===== config.mk =====
export PLATFORM = sky130hd
export DESIGN_NAME = key_sequence_matcher
export DESIGN_NICKNAME = d
export VERILOG_FILES = /design/src/rtl/ksm_pkg.sv /design/src/rtl/key_sequence_matcher.sv /design/src/rtl/ksm_sequencer.sv
export SDC_FILE = /design/constraint.sdc
export NUM_CORES = 1
export LEC_CHECK = 0
export ABC_CLOCK_PERIOD_IN_PS = 4300
export BUFFER_PORTS_ARGS = -buffer_cell sky130_fd_sc_hd__buf_2
export CORE_UTILIZATION = 40
export DETAILED_ROUTE_END_ITERATION = 8
export GPL_TIMING_DRIVEN = 0
export PLACE_DENSITY_LB_ADDON = 0.05
export SLEW_MARGIN = 10
export SYNTH_ARGS = -nofsm -noshare
export SYNTH_HDL_FRONTEND = slang
export SYNTH_SLANG_ARGS = --single-unit
export TNS_END_PERCENT = 30

===== constraint.sdc =====
create_clock -name clk -period 4.3 [get_ports clk]
set_input_delay 0.215 -clock clk [delete_from_list [all_inputs] [get_ports clk]]
set_output_delay 0.215 -clock clk [all_outputs]
set_load 0.01 [all_outputs]

===== src/rtl/ksm_pkg.sv =====
`timescale 1ns / 1ps
package ksm_pkg;

  localparam int TABLE_SLOTS            = 64;
  localparam int DEF_MAX_SEQUENCE_BYTES = 4;
  localparam int DEF_ENTRY_COUNT        = 45;
  localparam int INDEX_W                = 6;
  localparam int BYTE_W                 = 8;
  localparam int PC_W                   = 3;

  localparam logic [1:0] OP_NOP  = 2'd0;
  localparam logic [1:0] OP_TAKE = 2'd1;
  localparam logic [1:0] OP_CMD  = 2'd2;
  localparam logic [1:0] OP_RAW  = 2'd3;

  localparam logic [1:0] C_ALWAYS = 2'd0;
  localparam logic [1:0] C_EXACT  = 2'd1;
  localparam logic [1:0] C_HOLD   = 2'd2;
  localparam logic [1:0] C_LAST   = 2'd3;

  typedef struct packed {
    logic [1:0]      op;
    logic [1:0]      cond;
    logic [PC_W-1:0] t_true;
    logic [PC_W-1:0] t_false;
  } uword_t;

  typedef struct packed {
    logic in_valid;
    logic out_free;
    logic exact;
    logic hold;
    logic last;
  } status_t;

  typedef struct packed {
    logic in_ready;
    logic load_cmd;
    logic load_raw;
  } ctrl_t;

  typedef struct packed {
    logic [2:0]  len;
    logic [31:0] bytes;
  } seq_entry_t;

  function automatic seq_entry_t seq_entry(input logic [INDEX_W-1:0] e);
    seq_entry_t r;
    r = '{3'd0, 32'h0000_0000};
    case (e)
      6'd0:  r = '{3'd1, 32'h0000_0001};
      6'd1:  r = '{3'd1, 32'h0000_0002};
      6'd2:  r = '{3'd1, 32'h0000_0004};
      6'd3:  r = '{3'd1, 32'h0000_0005};
      6'd4:  r = '{3'd1, 32'h0000_0006};
      6'd5:  r = '{3'd1, 32'h0000_0008};
      6'd6:  r = '{3'd1, 32'h0000_000B};
      6'd7:  r = '{3'd1, 32'h0000_000E};
      6'd8:  r = '{3'd1, 32'h0000_0010};
      6'd9:  r = '{3'd1, 32'h0000_0012};
      6'd10: r = '{3'd1, 32'h0000_0013};
      6'd11: r = '{3'd1, 32'h0000_0015};
      6'd12: r = '{3'd1, 32'h0000_0016};
      6'd13: r = '{3'd1, 32'h0000_0017};
      6'd14: r = '{3'd1, 32'h0000_0019};
      6'd15: r = '{3'd2, 32'h0000_3118};
      6'd16: r = '{3'd2, 32'h0000_3218};
      6'd17: r = '{3'd2, 32'h0000_6918};
      6'd18: r = '{3'd2, 32'h0000_6B18};
      6'd19: r = '{3'd2, 32'h0000_6E18};
      6'd20: r = '{3'd2, 32'h0000_6F18};
      6'd21: r = '{3'd1, 32'h0000_0000};
      6'd22: r = '{3'd2, 32'h0000_0318};
      6'd23: r = '{3'd2, 32'h0000_0618};
      6'd24: r = '{3'd2, 32'h0000_0E18};
      6'd25: r = '{3'd2, 32'h0000_1318};
      6'd26: r = '{3'd2, 32'h0000_1718};
      6'd27: r = '{3'd2, 32'h0000_3D18};
      6'd28: r = '{3'd2, 32'h0000_631B};
      6'd29: r = '{3'd2, 32'h0000_691B};
      6'd30: r = '{3'd2, 32'h0000_6B1B};
      6'd31: r = '{3'd2, 32'h0000_6D1B};
      6'd32: r = '{3'd2, 32'h0000_6E1B};
      6'd33: r = '{3'd2, 32'h0000_6F1B};
      6'd34: r = '{3'd2, 32'h0000_761B};
      6'd35: r = '{3'd2, 32'h0000_671B};
      6'd36: r = '{3'd2, 32'h0000_771B};
      6'd37: r = '{3'd4, 32'h7E33_5B1B};
      6'd38: r = '{3'd1, 32'h0000_007F};
      6'd39: r = '{3'd3, 32'h0041_5B1B};
      6'd40: r = '{3'd3, 32'h0042_5B1B};
      6'd41: r = '{3'd3, 32'h0044_5B1B};
      6'd42: r = '{3'd3, 32'h0043_5B1B};
      6'd43: r = '{3'd4, 32'h7E36_5B1B};
      6'd44: r = '{3'd4, 32'h7E35_5B1B};
      default: r = '{3'd0, 32'h0000_0000};
    endcase
    return r;
  endfunction

endpackage


===== src/rtl/key_sequence_matcher.sv =====
`timescale 1ns / 1ps
// Key sequence matcher: folds keyboard bytes into command codes.
// Input channel s_axis_*: one key byte per beat in s_axis_tdata[7:0].
// Output channel m_axis_*: m_axis_tuser = 1 for a command, 0 for a replayed
// byte; m_axis_tdata carries entry_index [5:0] and raw_byte [13:6];
// m_axis_tlast marks the final beat caused by one input byte.
// Each byte is checked against a fixed table of up to four-byte sequences.
// A full match emits one command beat; a partial match emits nothing and
// waits; otherwise all pending bytes are replayed in order.
// A control-word sequencer steps once per cycle unless it waits on input or
// output. An extending byte passes intake, exact and hold; a command intake,
// exact and command; a replay intake, exact, hold, then one beat per cycle
// through the output register while free. Input is taken only at intake.
// Reset clears the pending count, the sequencer and the output valid flag.
// When the receiver stalls, the output register holds its beat and the
// sequencer waits in its emit step; a new input byte can still be taken
// while the last result waits.
module key_sequence_matcher
  import ksm_pkg::*;
#(
  parameter int MAX_SEQUENCE_BYTES = DEF_MAX_SEQUENCE_BYTES,
  parameter int ENTRY_COUNT        = DEF_ENTRY_COUNT
) (
  input  logic        clk,
  input  logic        rst,
  input  logic        s_axis_tvalid,
  output logic        s_axis_tready,
  input  logic [7:0]  s_axis_tdata,   // [7:0] key_byte
  output logic        m_axis_tvalid,
  input  logic        m_axis_tready,
  output logic [15:0] m_axis_tdata,   // [5:0] entry_index, [13:6] raw_byte
  output logic        m_axis_tuser,   // [0] is_command
  output logic        m_axis_tlast
);

  localparam int CW = $clog2(MAX_SEQUENCE_BYTES + 1);
  localparam int IW = (MAX_SEQUENCE_BYTES > 1) ? $clog2(MAX_SEQUENCE_BYTES) : 1;

  logic [BYTE_W-1:0]      pending [MAX_SEQUENCE_BYTES];
  logic [CW-1:0]          count;
  logic [IW-1:0]          k;
  logic [TABLE_SLOTS-1:0] cand;
  logic [TABLE_SLOTS-1:0] cand_next;
  logic [TABLE_SLOTS-1:0] exact_vec;
  logic [TABLE_SLOTS-1:0] longer_vec;
  logic [INDEX_W-1:0]     hit_index;
  logic [3:0]             cnt4;
  logic                   take;
  logic                   replay_last;
  logic [BYTE_W-1:0]      key;
  status_t                status;
  ctrl_t                  ctrl;

  logic                   out_cmd;
  logic [INDEX_W-1:0]     out_index;
  logic [BYTE_W-1:0]      out_raw;
  logic                   out_last;

  assign key  = s_axis_tdata[BYTE_W-1:0];
  assign cnt4 = 4'(count);
  assign take = ctrl.in_ready && s_axis_tvalid;

  always_comb begin
    seq_entry_t ent;
    for (int e = 0; e < TABLE_SLOTS; e++) begin
      ent = seq_entry(INDEX_W'(e));
      cand_next[e]  = (e < ENTRY_COUNT) && ((count == '0) || cand[e]) &&
                      (4'(ent.len) > cnt4) &&
                      (ent.bytes[8*cnt4[1:0] +: 8] == key) &&
                      !((key == '0) && (count != '0));
      exact_vec[e]  = cand[e] && (4'(ent.len) == cnt4);
      longer_vec[e] = cand[e] && (4'(ent.len) > cnt4);
    end
  end

  always_comb begin
    hit_index = '0;
    for (int e = TABLE_SLOTS - 1; e >= 0; e--) begin
      if (exact_vec[e]) begin
        hit_index = INDEX_W'(e);
      end
    end
  end

  assign replay_last = ((CW'(k) + CW'(1)) == count);

  assign status.in_valid = s_axis_tvalid;
  assign status.out_free = !m_axis_tvalid || m_axis_tready;
  assign status.exact    = |exact_vec;
  assign status.hold     = (|longer_vec) && (count < CW'(MAX_SEQUENCE_BYTES));
  assign status.last     = replay_last;

  ksm_sequencer u_seq (
    .clk    (clk),
    .rst    (rst),
    .status (status),
    .ctrl   (ctrl)
  );

  always_ff @(posedge clk) begin
    if (take) begin
      pending[count[IW-1:0]] <= key;
    end
  end

  always_ff @(posedge clk) begin
    if (rst) begin
      count <= '0;
      k     <= '0;
      cand  <= '0;
    end else begin
      if (take) begin
        count <= count + CW'(1);
        cand  <= cand_next;
      end
      if (ctrl.load_cmd) begin
        count <= '0;
      end
      if (ctrl.load_raw) begin
        if (replay_last) begin
          count <= '0;
          k     <= '0;
        end else begin
          k <= k + IW'(1);
        end
      end
    end
  end

  always_ff @(posedge clk) begin
    if (rst) begin
      m_axis_tvalid <= 1'b0;
    end else if (ctrl.load_cmd || ctrl.load_raw) begin
      m_axis_tvalid <= 1'b1;
    end else if (m_axis_tready) begin
      m_axis_tvalid <= 1'b0;
    end
  end

  always_ff @(posedge clk) begin
    if (ctrl.load_cmd) begin
      out_cmd   <= 1'b1;
      out_index <= hit_index;
      out_raw   <= '0;
      out_last  <= 1'b1;
    end else if (ctrl.load_raw) begin
      out_cmd   <= 1'b0;
      out_index <= '0;
      out_raw   <= pending[k];
      out_last  <= replay_last;
    end
  end

  assign s_axis_tready = ctrl.in_ready;
  assign m_axis_tdata  = {2'b00, out_raw, out_index};
  assign m_axis_tuser  = out_cmd;
  assign m_axis_tlast  = out_last;

  assert property (@(posedge clk) disable iff (rst)
    s_axis_tready |-> (count < CW'(MAX_SEQUENCE_BYTES)))
    else $error("intake with a full pending buffer");
  assert property (@(posedge clk) disable iff (rst)
    m_axis_tvalid && m_axis_tuser |-> m_axis_tlast && (m_axis_tdata[13:6] == 8'h00))
    else $error("command beat malformed");
  assert property (@(posedge clk) disable iff (rst)
    ctrl.load_cmd || (ctrl.load_raw && replay_last) |=> (count == '0) && (k == '0))
    else $error("pending buffer not cleared after final beat");
  assert property (@(posedge clk) disable iff (rst)
    m_axis_tvalid && !m_axis_tuser |-> (m_axis_tdata[5:0] == 6'd0))
    else $error("replayed beat carries an entry index");

endmodule


===== src/rtl/ksm_sequencer.sv =====
`timescale 1ns / 1ps
module ksm_sequencer
  import ksm_pkg::*;
(
  input  logic    clk,
  input  logic    rst,
  input  status_t status,
  output ctrl_t   ctrl
);

  localparam logic [PC_W-1:0] S_TAKE   = 3'd0;
  localparam logic [PC_W-1:0] S_EXACT  = 3'd1;
  localparam logic [PC_W-1:0] S_HOLD   = 3'd2;
  localparam logic [PC_W-1:0] S_REPLAY = 3'd3;
  localparam logic [PC_W-1:0] S_CMD    = 3'd4;

  function automatic uword_t ucode(input logic [PC_W-1:0] a);
    uword_t w;
    w = '{OP_NOP, C_ALWAYS, S_TAKE, S_TAKE};
    unique case (a)
      S_TAKE:   w = '{OP_TAKE, C_ALWAYS, S_EXACT,  S_EXACT};
      S_EXACT:  w = '{OP_NOP,  C_EXACT,  S_CMD,    S_HOLD};
      S_HOLD:   w = '{OP_NOP,  C_HOLD,   S_TAKE,   S_REPLAY};
      S_REPLAY: w = '{OP_RAW,  C_LAST,   S_TAKE,   S_REPLAY};
      S_CMD:    w = '{OP_CMD,  C_ALWAYS, S_TAKE,   S_TAKE};
      default:  w = '{OP_NOP,  C_ALWAYS, S_TAKE,   S_TAKE};
    endcase
    return w;
  endfunction

  logic [PC_W-1:0] pc;
  logic [PC_W-1:0] pc_next;
  uword_t          w;
  logic            blocked;
  logic            cond;

  assign w = ucode(pc);

  always_comb begin
    unique case (w.op)
      OP_TAKE:        blocked = !status.in_valid;
      OP_CMD, OP_RAW: blocked = !status.out_free;
      default:        blocked = 1'b0;
    endcase
    unique case (w.cond)
      C_EXACT: cond = status.exact;
      C_HOLD:  cond = status.hold;
      C_LAST:  cond = status.last;
      default: cond = 1'b1;
    endcase
    pc_next = blocked ? pc : (cond ? w.t_true : w.t_false);
  end

  always_ff @(posedge clk) begin
    if (rst) begin
      pc <= S_TAKE;
    end else begin
      pc <= pc_next;
    end
  end

  assign ctrl.in_ready = (w.op == OP_TAKE);
  assign ctrl.load_cmd = (w.op == OP_CMD) && status.out_free;
  assign ctrl.load_raw = (w.op == OP_RAW) && status.out_free;

  assert property (@(posedge clk) disable iff (rst)
    ctrl.load_raw && status.last |=> ctrl.in_ready)
    else $error("replay did not return to intake after final byte");
  assert property (@(posedge clk) disable iff (rst)
    $onehot0({ctrl.in_ready, ctrl.load_cmd, ctrl.load_raw}))
    else $error("more than one control action in one step");
  assert property (@(posedge clk) disable iff (rst)
    ctrl.load_cmd |=> ctrl.in_ready)
    else $error("command step not followed by intake");

endmodule


* Word level (Yosys, flattened, before mapping)
Memories as Yosys holds them, arrays and structs flattened. A register that Yosys moved wholly into a read port is not among the register bits.
Cells that the tools add are included.
** Storage, ports and cells
- Register bits :: 62
- Latch bits :: 0
- RAM bits :: 32
- ROM bits :: 0
- Bits of input ports :: 12
- Output and inout bits :: 20
- Logic and storage cells :: 472
- Memories :: 1
** Operators by class
- Add/sub/neg operators :: 3
- $mul :: 0
- Divide/modulo/power cells :: 0
- Magnitude comparators :: 5
- Eq/ne operators :: 60
- Shift operators :: 45
- Muxes and demuxes :: 60
- Bitwise logic cells :: 0
- Reductions and logical operators :: 290
** Memory list
- pending :: depth 4, width 8, rd ports 1, clocked after memory_dff 1, wr ports 1, line key_sequence_matcher.sv:39 : logic [BYTE_W-1:0] pending [MAX_SEQUENCE_BYTES];
** Operator list (count)
- 32-bit by 6-bit variable part select with 8-bit output, first input constant :: 45
- 8-bit == test :: 45
- 6-bit two-way mux :: 47
- 1-bit logical AND :: 230
- 45-bit OR reduction :: 2
- 10-bit one-hot mux with 5 select lines :: 1
- 1-bit logical OR :: 47
- 3-bit two-way mux :: 5
- 2-bit == test, second input constant :: 4
- 8-bit logical NOT :: 1
- 2-bit by 3-bit == test with 1-bit output, first input constant :: 2
- 3-bit by 2-bit == test with 1-bit output, second input constant :: 2
- 2-bit by 3-bit greater-than comparator with 1-bit output, first input constant :: 2
- 3-bit logical NOT :: 2
- 2-bit by 1-bit == test with 1-bit output, second input constant :: 2
- 1-bit logical NOT :: 4
- 1-bit two-way mux :: 4
- 2-bit nonzero test :: 2
- 2-bit by 1-bit adder with 3-bit output, second input constant :: 1
- 3-bit by 1-bit adder with 3-bit output, second input constant :: 1
- 1-bit by 3-bit == test with 1-bit output, first input constant :: 1
- 3-bit by 1-bit == test with 1-bit output, second input constant :: 1
- 3-bit == test :: 1
- 3-bit == test, first input constant :: 1
- other kinds (10) :: 10

* Depth between registers and ports, before layout
Gate-level depths: netlist (run 1).
- Word-level depth :: 48
- Depth in mapped cells :: 12
- Gate-level depth less buffers :: 8

* By module
Synthesis (run 1) repeated with hierarchy kept, for this count alone.
** Unflattened totals
- Cells, all modules :: 610
- Area, all modules :: 5562.8 um^2
** By module, submodules not included
- key_sequence_matcher :: times used 1, cells each 589, area each 5401.4 um^2, sequential area each 2362.3 um^2
- ksm_sequencer :: times used 1, cells each 21, area each 161.4 um^2, sequential area each 60.1 um^2

* Worst setup path before layout (run 1)
OpenSTA, ideal clock, no wires.
- Path type :: register to register
- Start :: register count[1]
- End :: register cand[19]
- Library setup time :: 0.078 ns
- Arrival time :: 2.216 ns
- Data required time :: 4.222 ns
- Slack :: 2.006 ns
- Cell stages (with the launch flop) :: 12
- Buffers on the path :: 5
- Period minus slack after synthesis :: 2.294 ns
- Path through :: dfxtp_1 buf_4 buf_2 inv_1 ha_1 clkbuf_1 and3_1 nor2b_1 buf_2 buf_2 nor2_1 nor3_1
** Between the ends
- Longest elaborated chain between the ends :: 5
- Elaborated cells on any way between the ends :: 11
- Classes of those cells :: order compare (1); eq/ne (1); shift (1); reduce/logical (8)
** Ends and longest elaborated chain
- start: declaration :: line key_sequence_matcher.sv:40 : logic [CW-1:0] count;
- start signal: assignment :: line key_sequence_matcher.sv:113 : count <= count + CW'(1);
- parallel branches: the longest is 4 deep, another holds 32-bit by 6-bit variable part select with 8-bit output
- 1-bit logical AND * :: line key_sequence_matcher.sv:69 : (ent.bytes[8*cnt4[1:0] +: 8] == key) &&
- end signal: assignment :: line key_sequence_matcher.sv:114 : cand <= cand_next;
- end: declaration :: line key_sequence_matcher.sv:42 : logic [TABLE_SLOTS-1:0] cand;
Every way passes the cells marked *.
A chain may end at the register's enable or synchronous reset.

* Worst setup path in the final report (run 1)
- Start :: register count[1]
- End :: register u_seq.pc[1]
** Between the ends
- Longest elaborated chain between the ends :: 6
- Elaborated cells on any way between the ends :: 105
- Classes of those cells :: order compare (5); eq/ne (5); mux (2); reduce/logical (93)
** Ends and longest elaborated chain
- 1-bit by 3-bit greater-than comparator with 1-bit output, or another cell as far along :: line key_sequence_matcher.sv:72 : longer_vec[e] = cand[e] && (4'(ent.len) > cnt4);
- 1-bit logical AND :: line key_sequence_matcher.sv:72
- 45-bit OR reduction :: line key_sequence_matcher.sv:90 : assign status.hold = (|longer_vec) && (count < CW'(MAX_SEQUENCE_BYTES));
- 1-bit logical AND :: line key_sequence_matcher.sv:90
- 1-bit one-hot mux with 3 select lines * :: line ksm_sequencer.sv:45 : unique case (w.cond)
- 3-bit two-way mux * :: line ksm_sequencer.sv:51 : pc_next = blocked ? pc : (cond ? w.t_true : w.t_false);
- end signal: assignment :: line ksm_sequencer.sv:58 : pc <= pc_next;
- end: declaration :: line ksm_sequencer.sv:31 : logic [PC_W-1:0] pc;
Every way passes the cells marked *; elsewhere a longest branch is shown, timed or not.

==> impl_metrics.env, run 1 <==
export IMPL_synthTopCellsByArea="dfxtp_1 23%, edfxtp_1 21%, nor2_1 6.3%"
export IMPL_path_clk_slew_ns=0.07
export IMPL_drt_wl_total_mm=16.07
export IMPL_synth_warnings=0
export IMPL_die_area_um2=14210
export IMPL_grt_pass1_vias=4625
export IMPL_synthAdderAreaFrac_pct=1.139
export IMPL_period_minus_slack_ns=3.323
export IMPL_postPlaceCellArea_um2=5857
export IMPL_clockRootBuffer="clkbuf_16"
export IMPL_cts_setup_buffers=0
export IMPL_pwr_share_seq_pct=43.5
export IMPL_fill_cells=1328
export IMPL_status="completed"
export IMPL_cts_hold_buf=0
export IMPL_met2WireLength_mm=7.232
export IMPL_top_level_ports=32
export IMPL_groute_usage_overall_pct=24.29
export IMPL_num_vias=4883
export IMPL_cts_max_level=3
export IMPL_via_per_inst=5.765
export IMPL_p_per_area_nw_per_um2=436.4
export IMPL_antenna_found_initial=0
export IMPL_worst_endpoint_arrival_ns=3.58
export IMPL_muxShareOfSynthArea_pct=3.462
export IMPL_worst_clock_skew_ns=0.008083
export IMPL_synthSimpleGateAreaFrac_pct=25.97
export IMPL_power_leakage_nw=2.236
export IMPL_end_kind="flip-flop"
export IMPL_clk_latency_ns=0.37
export IMPL_cts_made_buffers=9
export IMPL_grt_max_degree=17
export IMPL_ctsLongestPathBuffers=2
export IMPL_dr_pass1_iters=5
export IMPL_fp_dieW_um=119.2
export IMPL_maxCapViolations=0
export IMPL_highest_layer="met4"
export IMPL_synth_top_family_by_area="simple AND/OR/NAND/NOR gates"
export IMPL_num_rows=42
export IMPL_cts_tree="done"
export IMPL_synth_seq_cells=102
export IMPL_ant_nets=0
export IMPL_rsz0062_at_grt="false"
export IMPL_yosys_cell_types_count=67
export IMPL_synth_top_area_share_pct=23.33
export IMPL_ir_drop_uv=199.9
export IMPL_mostFrequentLayoutCell="nor2_1"
export IMPL_die_y_um=119.2
export IMPL_worstMarginPinSlew_ns=0.9616
export IMPL_final_area_um2=6150
export IMPL_intPower_w=0.001791
export IMPL_crit_path_start="count[1]"
export IMPL_path_class="reg -> reg"
export IMPL_grt_overflow=0
export IMPL_worstHoldStart="s_axis_tdata[4]"
export IMPL_pwr_share_clk_pct=30.8
export IMPL_cts_sinks=102
export IMPL_antennaDiodeCount=0
export IMPL_cts_resized=0
export IMPL_switching_share_pct=33.27
export IMPL_synth_ff_type="dfxtp_1"
export IMPL_dp_hpwl_mm=11.96
export IMPL_setup_viol=0
export IMPL_hold_viol=0
export IMPL_grt_pass1_wl_mm=25.92
export IMPL_drtIter0Drc=466
export IMPL_syn_area_per_cell_um2=8.774
export IMPL_wl_met3_um=779
export IMPL_ys_seq_area_share_pct=44.10
export IMPL_fmax_ghz=0.3009
export IMPL_synth_compound_area_share_pct=15.67
export IMPL_drive_gt1_share_pct=12.67
export IMPL_comb_power_share_pct=25.7
export IMPL_wl_per_cell_um=18.97
export IMPL_holdWs_ns=0.07640
export IMPL_syn_inst=626
export IMPL_power_switching_w=0.0008929
export IMPL_synth_top_cell_by_area="dfxtp_1"
export IMPL_cp_start_kind="flip-flop"
export IMPL_cp_max_fo=10
export IMPL_max_slew_margin_rel_pct=35.40
export IMPL_syn_area_um2=5493
export IMPL_place_gp_congestion=0.9092
export IMPL_synthArstFlopShare_pct=0
export IMPL_min_period_over_period_pct=77.28
export IMPL_area_growth_pct=11.96
export IMPL_slew_viol_final=0
export IMPL_synth_edff_count=38
export IMPL_synthXorXnorAreaFrac_pct=4.465
export IMPL_hold_path_class="in -> reg"
export IMPL_layout_common_cells="92 x nor2_1, 64 x dfxtp_1, 61 x nor3_1, 57 x a21oi_1, 44 x buf_2"
export IMPL_nets=683
export IMPL_drc=0
export IMPL_port_buffers=28
export IMPL_wl_met1_mm=7.752
export IMPL_core_um2=13300
export IMPL_crit_required_ns=4.56
export IMPL_rr_startpoint="count[1]"
export IMPL_tns_ns=0
export IMPL_initial_core_util_pct=41.31
synth_stat cells, drive strengths merged, types with 3 or more instances:
library cell	n
nor2	92
nor3	62
nor2b	6
or3	7
a211oi	5
buf	25
ha	5
nand3b	4
and3	9
o21ai	20
nand2	42
mux4	8
nand3	13
inv	13
a41oi	4
clkbuf	23
nor3b	8
edfxtp	38
a21boi	3
o22ai	4
and2	3
xnor2	12
nand2b	7
dfxtp	64
a21oi	57
o2111ai	3
xor2	16
a31oi	24
nand4	3
nor4	13
through the flow:
stage | cells | utilization, % | worst slack (ns) | total power, W
2_1_floorplan | 627 | - | 2.006 | 0.001654
3_3_place_gp | 831 | 44.05 | 1.135 | 0.001860
3_5_place_dp | 831 | 44.05 | 1.100 | 0.001866
4_1_cts | 847 | 46.25 | 1.073 | 0.002684
5_1_grt | 847 | 46.25 | 0.8391 | 0.002825
6_report | 847 | 46.25 | 0.9768 | 0.002684
power by group through the flow:
stage,registers (W),clock network [W],logic [W]
detailed placement,0.00119,0,0.000677
global route,0.00118,0.000878,0.000767
global placement,0.00119,0,0.000675
CTS,0.00117,0.000836,0.000681
floorplan,0.00118,0,0.000475
finish,0.00117,0.000826,0.000690
path summary, 6_finish.rpt:
| kind | to | cells past startpoint | slack [ns] |
|---|---|---|---|
| setup / recovery | u_seq.pc[1] | 10 | 0.98 |
| hold / removal | pending[2][4] | 1 | 0.08 |
| setup reg to reg | u_seq.pc[1] | 10 | 0.98 |
| hold reg to reg | m_axis_tlast | 1 | 0.45 |
metal layers:
layer | vias up | global-route usage, %
met5 | - | 0
met2 | 143 | 37.79
met1 | 2374 | 33.92
met3 | 20 | 3.352
met4 | 0 | 9.652
li1 | 2346 | -
kinds of logic after synthesis:
logic type                 Yosys count
AOI/OAI and AO/OA                  140
xor gates and xnor gates            28
adders and majority gates            5
buffers and inverters               61
DFF                                102
muxes                                9
other                                1
and+or+nand+nor                    280
layout make-up:
cell class | instances | area [µm²] | area share, %
buffer | 48 | 232.7 | 3.784
multi-input combinational | 464 | 2793 | 45.41
clock inverter | 5 | 60.06 | 0.9766
inverter | 13 | 48.80 | 0.7935
timing repair buffer | 28 | 140.1 | 2.279
clock buffer | 11 | 232.7 | 3.784
tap | 176 | 220.2 | 3.581
sequential | 102 | 2422 | 39.39
state kept, by name, summed over array words and instances (netlist names):
name,flops
m_axis_tvalid,1
out_index,6
m_axis_tlast,1
k,2
u_seq.pc,3
cand,45
count,3
m_axis_tuser,1
out_raw,8
pending,32
worst max-delay path, cell delays in order, from the launching register on:
cell and delay (ns):
dfxtp_1 0.45, buf_4 0.26, buf_2 0.29, inv_1 0.10, ha_1 0.20, clkbuf_1 0.30, o31ai_1 0.70, o2111ai_1 0.33
o21ai_1 0.32, nor4_2 0.06, a41o_1 0.21
Note: power is estimated with default switching activity, not from simulation.
==> run 2: changes to the inputs <==
ABC_AREA = 1   (was not set)
ABC_CLOCK_PERIOD_IN_PS = 2950   (was 4300)
clock period = 2.95 ns   (was 4.3 ns; I/O delays follow)
==> run 2 against run 1 <==
The flow now finishes with violations (negative setup slack). Cell area increased by 2.9%. Clock power increased by 51%. Final cell count increased by 15%. Hold slack got worse by 0.068 ns. Sequential share of layout area decreased by 1.0 points. Highest routed layer unchanged. Via count increased by 6.5%. Area after synthesis increased by 0.55%. Clock skew decreased by 0.0019 ns. Largest cell class unchanged. Fmax increased by 5.6%. Utilization increased by 1.1 points.
==> impl_metrics.env, run 2 <==
export IMPL_setup_ws_ns=-0.1964
export IMPL_grt_util_met3_pct=2.852
export IMPL_r2r_end="out_index[0]"
export IMPL_max_slew_margin_rel_pct=33.46
export IMPL_grt_overflow=0
export IMPL_top_usage_layer="met1"
export IMPL_synth_ff_type="dfxtp_1"
export IMPL_cts_sinks=102
export IMPL_synth_seq_cells=102
export IMPL_slowest_delay_ns=0.37
export IMPL_core_um2=13350
export IMPL_synthTopCellsByArea="dfxtp_1 23%, edfxtp_1 21%, nand2_1 9.8%"
export IMPL_hold_viol=0
export IMPL_ant_nets=0
export IMPL_intPower_w=0.002982
export IMPL_slowest_stage="dfxtp_4"
export IMPL_rrSetupSlack_ns=-0.20
export IMPL_p_per_area_nw_per_um2=759.2
export IMPL_initial_core_util_pct=41.38
export IMPL_drtIter0Drc=484
export IMPL_drt_wl_total_mm=16.06
export IMPL_wl_per_cell_um=16.45
export IMPL_gr_usage_met2_pct=34.36
export IMPL_path_clk_slew_ns=0.07
export IMPL_finish_cell_count_without_fillers=976
export IMPL_top_level_ports=32
export IMPL_grt_pass1_wl_mm=25.39
export IMPL_netlist_top_cells_count="144 x nand2_1, 114 x nor2_1, 78 x o21ai_0, 76 x inv_1, 64 x dfxtp_1"
export IMPL_crit_required_ns=3.07
export IMPL_syn_area_um2=5523
export IMPL_violations="negative setup slack"
export IMPL_comb_power_share_pct=35.2
export IMPL_syn_inst=748
export IMPL_synth_edff_count=38
export IMPL_cp_start_kind="flip-flop"
export IMPL_pwr_share_clk_pct=26.0
export IMPL_ys_seq_area_share_pct=43.86
export IMPL_pwr_share_seq_pct=38.8
export IMPL_grt_max_degree=18
export IMPL_hold_path_class="in -> reg"
export IMPL_synth_warnings=0
export IMPL_crit_path_frequent_cell="nand2_1"
export IMPL_via_per_inst=5.328
export IMPL_yosys_cell_types_count=44
export IMPL_dp_hpwl_mm=11.99
export IMPL_clk_latency_ns=0.36
export IMPL_synthArstFlopShare_pct=0
export IMPL_grtUsageMet1_pct=34.69
export IMPL_worst_endpoint_arrival_ns=3.27
export IMPL_drc=0
export IMPL_antenna_found_initial=0
export IMPL_min_delay_path_depth=1
export IMPL_largest_register_ffs=45
export IMPL_num_rows=42
export IMPL_rr_startpoint="count[0]"
export IMPL_fp_dieW_um=119.5
export IMPL_status="finished with violations"
export IMPL_port_buffers=29
export IMPL_die_y_um=119.5
export IMPL_fmax_ghz=0.3178
export IMPL_holdPathEnd="pending[3][1]"
export IMPL_path_class="reg -> reg"
export IMPL_rsz0062_at_grt="true"
export IMPL_ir_drop_uv=293.8
export IMPL_cp_max_fo=9
export IMPL_area_growth_pct=14.57
export IMPL_period_minus_slack_ns=3.146
export IMPL_power_switching_w=0.001821
export IMPL_cts_made_buffers=9
export IMPL_power_leakage_nw=2.591
export IMPL_drive_gt1_share_pct=11.25
export IMPL_antennaDiodeCount=0
export IMPL_die_area_um2=14280
export IMPL_mostFrequentLayoutCell="nand2_1"
export IMPL_worst_r2r_path_depth=40
export IMPL_setup_viol=2
export IMPL_clockRootBuffer="clkbuf_16"
export IMPL_cts_max_level=3
export IMPL_fin_total_pwr_w=0.004803
export IMPL_slew_viol_final=0
export IMPL_layout_common_cells="140 x nand2_1, 110 x nor2_1, 78 x o21ai_0, 74 x inv_1, 62 x dfxtp_1"
export IMPL_synth_most_common_cell="nand2_1"
export IMPL_place_gp_congestion=0.8704
export IMPL_grt_pass1_vias=4759
export IMPL_num_vias=5200
export IMPL_dr_pass1_iters=6
export IMPL_holdWs_ns=0.008273
export IMPL_largest_register="cand"
export IMPL_ctsLongestPathBuffers=2
export IMPL_nets=812
export IMPL_min_period_over_period_pct=106.7
export IMPL_switching_share_pct=37.92
export IMPL_cts_tree="done"
export IMPL_placedCellCount=954
export IMPL_worstHoldStart="s_axis_tdata[1]"
export IMPL_syn_area_per_cell_um2=7.383
export IMPL_groute_usage_overall_pct=23.43
export IMPL_fill_cells=1409
export IMPL_worst_clock_skew_ns=0.006189
export IMPL_synth_top_cell_by_area="dfxtp_1"
export IMPL_end_kind="flip-flop"
export IMPL_maxCapViolations=0
export IMPL_worstMarginPinSlew_ns=0.9944
export IMPL_synth_top_area_share_pct=23.20
[run 2: changes by cell type after synthesis, moves of 9 or more]
cell and delta:
nor3_1 -44, nand2_1 +102, a31oi_1 -12, nor2_1 +22, inv_1 +63, nand4_1 +14, nand3_1 +12, o21ai_0 +66
buf_2 -15, and3_1 -9
[run 2: worst max-delay path by stage]
stage	from	end	slack, ns
after floorplan	count[0]	out_index[0]	0.10
after global placement	count[0]	out_index[0]	-0.58
after detailed placement	count[0]	out_index[0]	-0.61
after CTS	count[1]	out_index[0]	-0.17
after global routing	count[1]	out_index[0]	-0.59
final	count[0]	out_index[0]	-0.20
[run 2: cell families (layout without fill, tap and decap cells)]
family | Yosys count | after routing | share of synthesized area (%)
AOI/OAI and AO/OA | 165 | 165 | 16.54
xor gates and xnor gates | 22 | 22 | 3.489
adders and majority gates | 5 | 5 | 1.133
buffers and inverters | 117 | 168 | 8.949
DFF | 102 | 102 | 43.86
other | 1 | 2 | 0.06790
and+or+nand+nor | 336 | 336 | 25.96
[run 2: repair_timing]
item,in CTS,in global routing
endpoints found under the setup margin,62,77
hold buffers,0,0
pin swaps,1,7
gates resized for setup,15,8
buffers inserted,4,2
[run 2: area by class of cell]
cell class | instances | area (µm²) | share of cell area, %
Buffer | 37 | 202.7 | 3.203
Clock buffer | 12 | 246.5 | 3.896
Multi-Input combinational cell | 530 | 2668 | 42.16
Timing Repair Buffer | 35 | 202.7 | 3.203
Sequential cell | 102 | 2427 | 38.36
Tap cell | 176 | 220.2 | 3.480
Clock inverter | 4 | 55.05 | 0.8701
Inverter | 80 | 305.3 | 4.825
[run 2: power by group through the flow]
stage / clock network (W) / logic (W) / registers, W
3_5_place_dp: 0 / 0.00157 / 0.00190
3_3_place_gp: 0 / 0.00156 / 0.00189
5_1_grt: 0.00133 / 0.00187 / 0.00189
6_report: 0.00125 / 0.00169 / 0.00186
4_1_cts: 0.00126 / 0.00164 / 0.00186
2_1_floorplan: 0 / 0.00106 / 0.00189
[run 2: critical path: cells and delay by family (launching register included)]
family	cells	cell delay [ns]
AO/OA/AOI/OAI	1	0.05
buffers and inverters	4	0.45
adder cells (fa/ha/maj)	1	0.20
AND/OR/NAND/NOR	34	1.84
flip-flops	1	0.37
[run 2: routing by layer]
layer	wire length (µm)	share of wire, %	up-vias
li1	-	-	2589
met1	7932	49	2439
met2	6920	43	150
met3	871	5.4	22
met4	331	2.1	0
met5	0	0	-
[run 2: through the flow]
| stage | worst slack, ns | utilization [%] | instance area [µm²] | TNS [ns] |
|---|---|---|---|---|
| global placement | -0.5823 | 44.14 | 5892 | -7.662 |
| finish | -0.1964 | 47.40 | 6327 | -0.2881 |
| floorplan | 0.1043 | - | 5527 | 0 |
| detailed placement | -0.6116 | 44.14 | 5892 | -9.595 |
| CTS | -0.1672 | 46.99 | 6272 | -0.2287 |
| global route | -0.5916 | 47.40 | 6327 | -0.9228 |
